`src/design/lbs_pkg.sv`:
```
package lbs_pkg;
    localparam int NumJoints = 32;
    localparam int FracBits = 16;
    localparam int MatWords = 12;
    localparam int TableDepth = NumJoints * MatWords;
    localparam int AddrW = $clog2(TableDepth);
    localparam int WeightFrac = 16;

    localparam logic [1:0] FUNC_POSE = 2'd0;
    localparam logic [1:0] FUNC_BIND = 2'd1;
    localparam logic [1:0] FUNC_TERM = 2'd2;

    // classified command from the front end to the back end
    typedef struct packed {
        logic        is_load;
        logic        is_pose;
        logic        do_term;
        logic        last;
        logic [AddrW-1:0] base;
        logic [31:0] value;
        logic [31:0] pos_x;
        logic [31:0] pos_y;
        logic [31:0] pos_z;
        logic [16:0] weight;
    } t_cmd;

    function automatic logic signed [63:0] sat_add64(input logic signed [63:0] a,
                                                     input logic signed [63:0] b);
        logic signed [63:0] s;
        s = a + b;
        if (a[63] == b[63] && s[63] != a[63])
            return a[63] ? {1'b1, 63'd0} : {1'b0, {63{1'b1}}};
        return s;
    endfunction

    function automatic logic signed [31:0] sat32(input logic signed [63:0] x);
        if (x > 64'sd2147483647) return 32'sh7fffffff;
        if (x < -64'sd2147483648) return 32'sh80000000;
        return x[31:0];
    endfunction
endpackage

```
`src/design/lbs_front.sv`:
```
module lbs_front
    import lbs_pkg::*;
(
    input  logic        i_clk,
    input  logic        i_rst_n,
    input  logic        i_valid,
    output logic        o_ready,
    input  logic [1:0]  i_func,
    input  logic [4:0]  i_joint,
    input  logic [3:0]  i_element,
    input  logic [31:0] i_value,
    input  logic [31:0] i_pos_x,
    input  logic [31:0] i_pos_y,
    input  logic [31:0] i_pos_z,
    input  logic [16:0] i_weight,
    input  logic        i_last,
    output logic        o_valid,
    input  logic        i_ready,
    output t_cmd        o_cmd
);
    // two-entry queue
    t_cmd r_q [2];
    logic r_wp, r_rp;
    logic [1:0] r_cnt;
    t_cmd w_c;
    logic w_push, w_pop, w_jok;

    always_comb begin
        w_jok = 32'(i_joint) < NumJoints;
        w_c = '0;
        w_c.is_load = (i_func == FUNC_POSE || i_func == FUNC_BIND) && w_jok
                      && i_element < 4'(MatWords);
        w_c.is_pose = i_func == FUNC_POSE;
        w_c.do_term = i_func == FUNC_TERM && w_jok;
        w_c.last = i_func == FUNC_TERM && i_last;
        w_c.base = AddrW'(32'(i_joint) * MatWords)
                   + (w_c.is_load ? AddrW'(i_element) : AddrW'(0));
        w_c.value = i_value;
        w_c.pos_x = i_pos_x;
        w_c.pos_y = i_pos_y;
        w_c.pos_z = i_pos_z;
        w_c.weight = i_weight;
    end

    assign o_ready = r_cnt != 2'd2;
    assign o_valid = r_cnt != 2'd0;
    assign o_cmd = r_q[r_rp];
    assign w_push = i_valid && o_ready && (w_c.is_load || w_c.do_term || w_c.last);
    assign w_pop = o_valid && i_ready;

    always_ff @(posedge i_clk) begin
        if (w_push) r_q[r_wp] <= w_c;
        if (!i_rst_n) begin
            r_wp <= 1'b0;
            r_rp <= 1'b0;
            r_cnt <= 2'd0;
        end else begin
            if (w_push) r_wp <= ~r_wp;
            if (w_pop) r_rp <= ~r_rp;
            r_cnt <= r_cnt + 2'(w_push) - 2'(w_pop);
        end
    end
endmodule

```
`config.mk`:
```
export PLATFORM = sky130hd
export DESIGN_NAME = lbs_front
export DESIGN_NICKNAME = d
export VERILOG_FILES = /design/src/design/lbs_pkg.sv /design/src/design/lbs_front.sv
export SDC_FILE = /design/constraint.sdc
export NUM_CORES = 1
export LEC_CHECK = 0
export BUFFER_PORTS_ARGS = -buffer_cell sky130_fd_sc_hd__buf_4
export CORE_MARGIN = 2
export CORE_UTILIZATION = 35
export CTS_CLUSTER_DIAMETER = 50
export DETAILED_ROUTE_END_ITERATION = 10
export GPL_ROUTABILITY_DRIVEN = 0
export PLACE_DENSITY = 0.63
export SLEW_MARGIN = 20
export SYNTH_ARGS = -nofsm -noshare
export SYNTH_HDL_FRONTEND = slang
export SYNTH_SLANG_ARGS = --single-unit
```
`constraint.sdc`:
```
create_clock -name i_clk -period 8.4 [get_ports i_clk]
set_input_delay 0.84 -clock i_clk [delete_from_list [all_inputs] [get_ports i_clk]]
set_output_delay 0.84 -clock i_clk [all_outputs]
set_load 0.05 [all_outputs]
```
* Word-level counts from Yosys, hierarchy flattened
Memories as Yosys holds them, arrays and structs flattened. A register that Yosys moved wholly into a read port is not among the register bits.
Cells that the tools add are included.
** Storage, ports and cells
- RAM bits :: 316
- Word-level logic and storage cells :: 29
- Bits in registers :: 4
- Memories :: 1
- Output and inout port bits :: 160
** Operators by class
- $add $sub $neg :: 3
- Magnitude comparators :: 1
- Multipliers :: 1
- Bitwise operators :: 2
- Mux-type cells :: 5
- Reductions and logical operators :: 10
- Equality and inequality tests :: 3
** Memories
- r_q :: depth 2, bits a word 158, rd ports 1, clocked after memory_dff 1, write ports 1, line lbs_front.sv:22 : t_cmd r_q [2];
** Operators by type and width (count)
- 9-bit by 4-bit adder with 9-bit output :: 1
- 5-bit by 2-bit multiplier with 7-bit output, second input constant :: 1
- 1-bit logical AND :: 5
- 4-bit less-than comparator, second input constant :: 1
- 1-bit two-way mux :: 4
- 4-bit two-way mux :: 1
- 1-bit logical OR :: 3
- 2-bit by 1-bit adder with 2-bit output :: 1
- 2-bit by 1-bit == test with 1-bit output, second input constant :: 1
- 2-bit == test, second input constant :: 1
- 2-bit zero test :: 1
- 2-bit inequality test, second input constant :: 1
- 1-bit NOT :: 2
- 2-bit nonzero test :: 1
- 2-bit by 1-bit subtractor with 2-bit output :: 1

* Logic depth before layout (Yosys ltp)
- Depth after elaboration :: 8
- Mapped depth :: 10
- Gate-level depth less buffers :: 10

* Least setup slack after synthesis
OpenSTA, ideal clock, no wires.
- Path kind :: input port to flip-flop
- Start point :: input i_element[2]
- End point :: memory r_q[0][0] in the netlist's numbering (enable)
- Arrival :: 7.948 ns
- Path slack :: -0.228 ns
- Buffers on the path :: 0
- Library setup time :: 0.680 ns
- Stages :: 3
- Cells stage by stage :: a21oi_1 -> o211ai_1 -> nor2_1
** Between the ends
- Word-level cells in the longest chain between the ends :: 7
** Ends and longest elaborated chain
- start, declared :: line lbs_front.sv:10 : input logic [3:0] i_element,
- 4-bit less-than comparator :: line lbs_front.sv:32 : && i_element < 4'(MatWords);
- 1-bit logical AND :: line lbs_front.sv:32
- 1-bit logical OR (2 in series) :: line lbs_front.sv:48 : assign w_push = i_valid && o_ready && (w_c.is_load || w_c.do_term || w_c.last);
- 1-bit logical AND :: line lbs_front.sv:48
- 1-bit two-way mux :: line lbs_front.sv:52 : if (w_push) r_q[r_wp] <= w_c;
- 1-bit two-way mux (not written as such) :: line lbs_front.sv:52
- end, declared :: line lbs_front.sv:22
No other way between the ends.

==> out/results.tsv <==
metric	value	unit
clk_pin_slew	0.06	ns
numCtsBuffers	37	
die_x	189	um
synthTopCellsByArea	edfxtp_1 79%, mux2_2 15%, ha_1 1.1%	
std_cell_rows	67	
drc	0	
io_buffer_count	320	
grt_max_degree	71	
vias	6263	
synth_cells	566	
final-seq-area	9590	um^2
grt-ovfl-total	0	
fillers	2921	
path_class	flop to output port	
max_freq	0.296	GHz
drtIter0Drc	335	
die_y	189	um
core_area	33700	um^2
finalWirelength	25100	um
skew	0.0150	ns
yosysMostFrequentCell	edfxtp_1	
grt_pass1_wl	37400	um
period_minus_slack	3.37	ns
routed_via_density	4.53	
antenna_left	0	
cp_max_fo	70	
p_leak	5.91	nW
multiInputGateArea	2330	um^2
relSlewSlack	34.7	%
htree_levels	2	
critPathLaunchType	flop	
design_area	16100	um^2
synth_flop_cell	edfxtp_1	
vdd_ir_drop_max	190	uV
antenna_found_initial	0	
place_area	15000	um^2
synth_commonest_cells	316 x edfxtp_1, 158 x mux2_2, 13 x buf_2, 11 x ha_1, 10 x xnor2_1	
cts_tree	built	
async_reset_ff_share	0	%
io_pins	321	
drive_above_1_share	58.2	%
netlist.area_leader.share	79.0	%
tns	0	ns
required	7.56	ns
cts_hold_buffers	0	
syn2layout_area_growth	34.2	%
synthesis.nets	740	
max-clock-path-buffers	3	
synth_warnings	0	
min_to	r_q[1][91]	
synth-seq-cells	321	
holdCritStartpoint	i_pos_x[10]	
cts_num_sinks	321	
syn_area	12000	um^2
status	finished clean	
wl_met3	2070	um
synth_top_area_cell	edfxtp_1	
finalHoldViolations	0	
tightestPinTransition	0.980	ns
insertedDiodeCount	0	
start_util	35.6	%
ctsResizeCount	0	
grt_use_total	13.5	%
reg2reg_to	r_q[1][18]	
synth.avg_cell_area	21.2	um^2
dr.pass1.iters	4	
dr_wl_met2	12100	um
cp.arrival	2.53	ns
grt_setup_unrepaired	no	
hold-path-cell-count	1	
finalCritPeriodShare	40.2	%
grt_pass1_vias	6688	
postCtsSetupRepairBufs	0	
highest_layer	met4	
critPathCaptureType	output port	
ff2ff_setup_slack	5.80	ns
cap_viol_max_count	0	
timing.rr.start	r_cnt[0]	
yosysUniqueCellTypes	27	
p_per_area	323	nW/um^2
setup_viol	0	
dieArea	35800	um^2
yosysSeqAreaShare	79.8	%
ff2ff_path_depth	5	
dp_hpwl	16500	um
wire_per_inst	18.1	um
nNetsFinal	1089	
slew_violations	0	
wl_met1	10100	um
synth_edf_count	316	
root_buffer	clkbuf_16	
holdCritPathClass	input port to flop	
insertion_delay	0.50	ns
==> per-layer routing <==
metal  track usage (%)  vias to the layer above
met5                 0                        -
met4              5.01                        0
met3              4.21                       55
met2              22.4                      225
met1              16.7                     3068
li1                  -                     2915
==> state kept, by name, summed over array words and instances (netlist names), named ones only <==
register,cells
r_q,316
r_cnt,2
r_rp,1
r_wp,1
==> worst max-delay path by stage <==
stage	startpoint	endpoint	slack, ns	cells after the start
global route	flop	o_cmd[90]	4.89	3
floorplan	i_element[2]	r_q[0][0]	2.44	3
global placement	i_element[2]	r_q[0][18]	4.83	6
finish	flop	o_cmd[39]	5.03	3
detailed placement	i_element[2]	r_q[0][155]	4.79	6
CTS	flop	o_cmd[90]	4.97	3
==> cell families after synthesis <==
family	Yosys count	synth area share, %
AND/OR/NAND/NOR	26	1.33
adder cells (fa/ha/maj)	13	1.48
XOR/XNOR	10	0.729
AO/OA/AOI/OAI	10	0.531
multiplexers	161	15.2
buffers and inverters	25	0.917
flip-flops	321	79.8
==> area by class of cell <==
type                       count  share of cell area, %
clock inverter                15                   1.13
clock buffer                  43                   6.01
timing repair buffer         328                   15.3
multi-input combinational    220                   14.4
sequential                   321                   59.5
tap                          448                   3.48
inverter                       7                  0.163
==> worst max-delay path: stages, from the launching register on <==
cell and delay [ns]:
dfxtp_4 0.52, buf_4 0.77, mux2_2 0.45, buf_4 0.20
==> placed cells by master (no fill, tap or decap), types with 2 or more instances in the layout <==
master	netlist	final
a21oi_1	5	5
and2_1	9	9
buf_4	0	328
bufinv_16	0	4
clkbuf_1	2	4
clkbuf_16	0	37
clkbuf_8	0	2
clkinv_1	0	3
clkinv_2	0	5
dfxtp_1	5	4
edfxtp_1	316	316
fa_1	2	2
ha_1	11	11
inv_1	7	7
inv_6	0	2
mux2_2	158	158
mux2i_1	2	2
nand2b_1	3	3
nor2_1	4	2
nor2_4	0	2
nor2b_1	4	4
or2_2	2	2
xnor2_1	10	10
==> power by group <==
part           total, mW  internal (mW)  leakage, nW  switching (mW)
Clock               1.52          0.940        0.565           0.583
Combinational       1.72          0.576         2.40            1.15
Sequential          1.96           1.92         2.94          0.0392
==> through the flow <==
stage	instances	total power, mW	util, %	worst slack [ns]	hold slack, ns
global placement	1324	3.73	44.4	4.83	0.522
CTS	1382	5.29	47.8	4.97	0.491
global route	1382	5.41	47.8	4.89	0.494
floorplan	566	3.23	-	2.44	0.504
finish	1382	5.20	47.8	5.03	0.520
detailed placement	1324	3.74	44.4	4.79	0.529
Power figures use the tool's default switching activity.
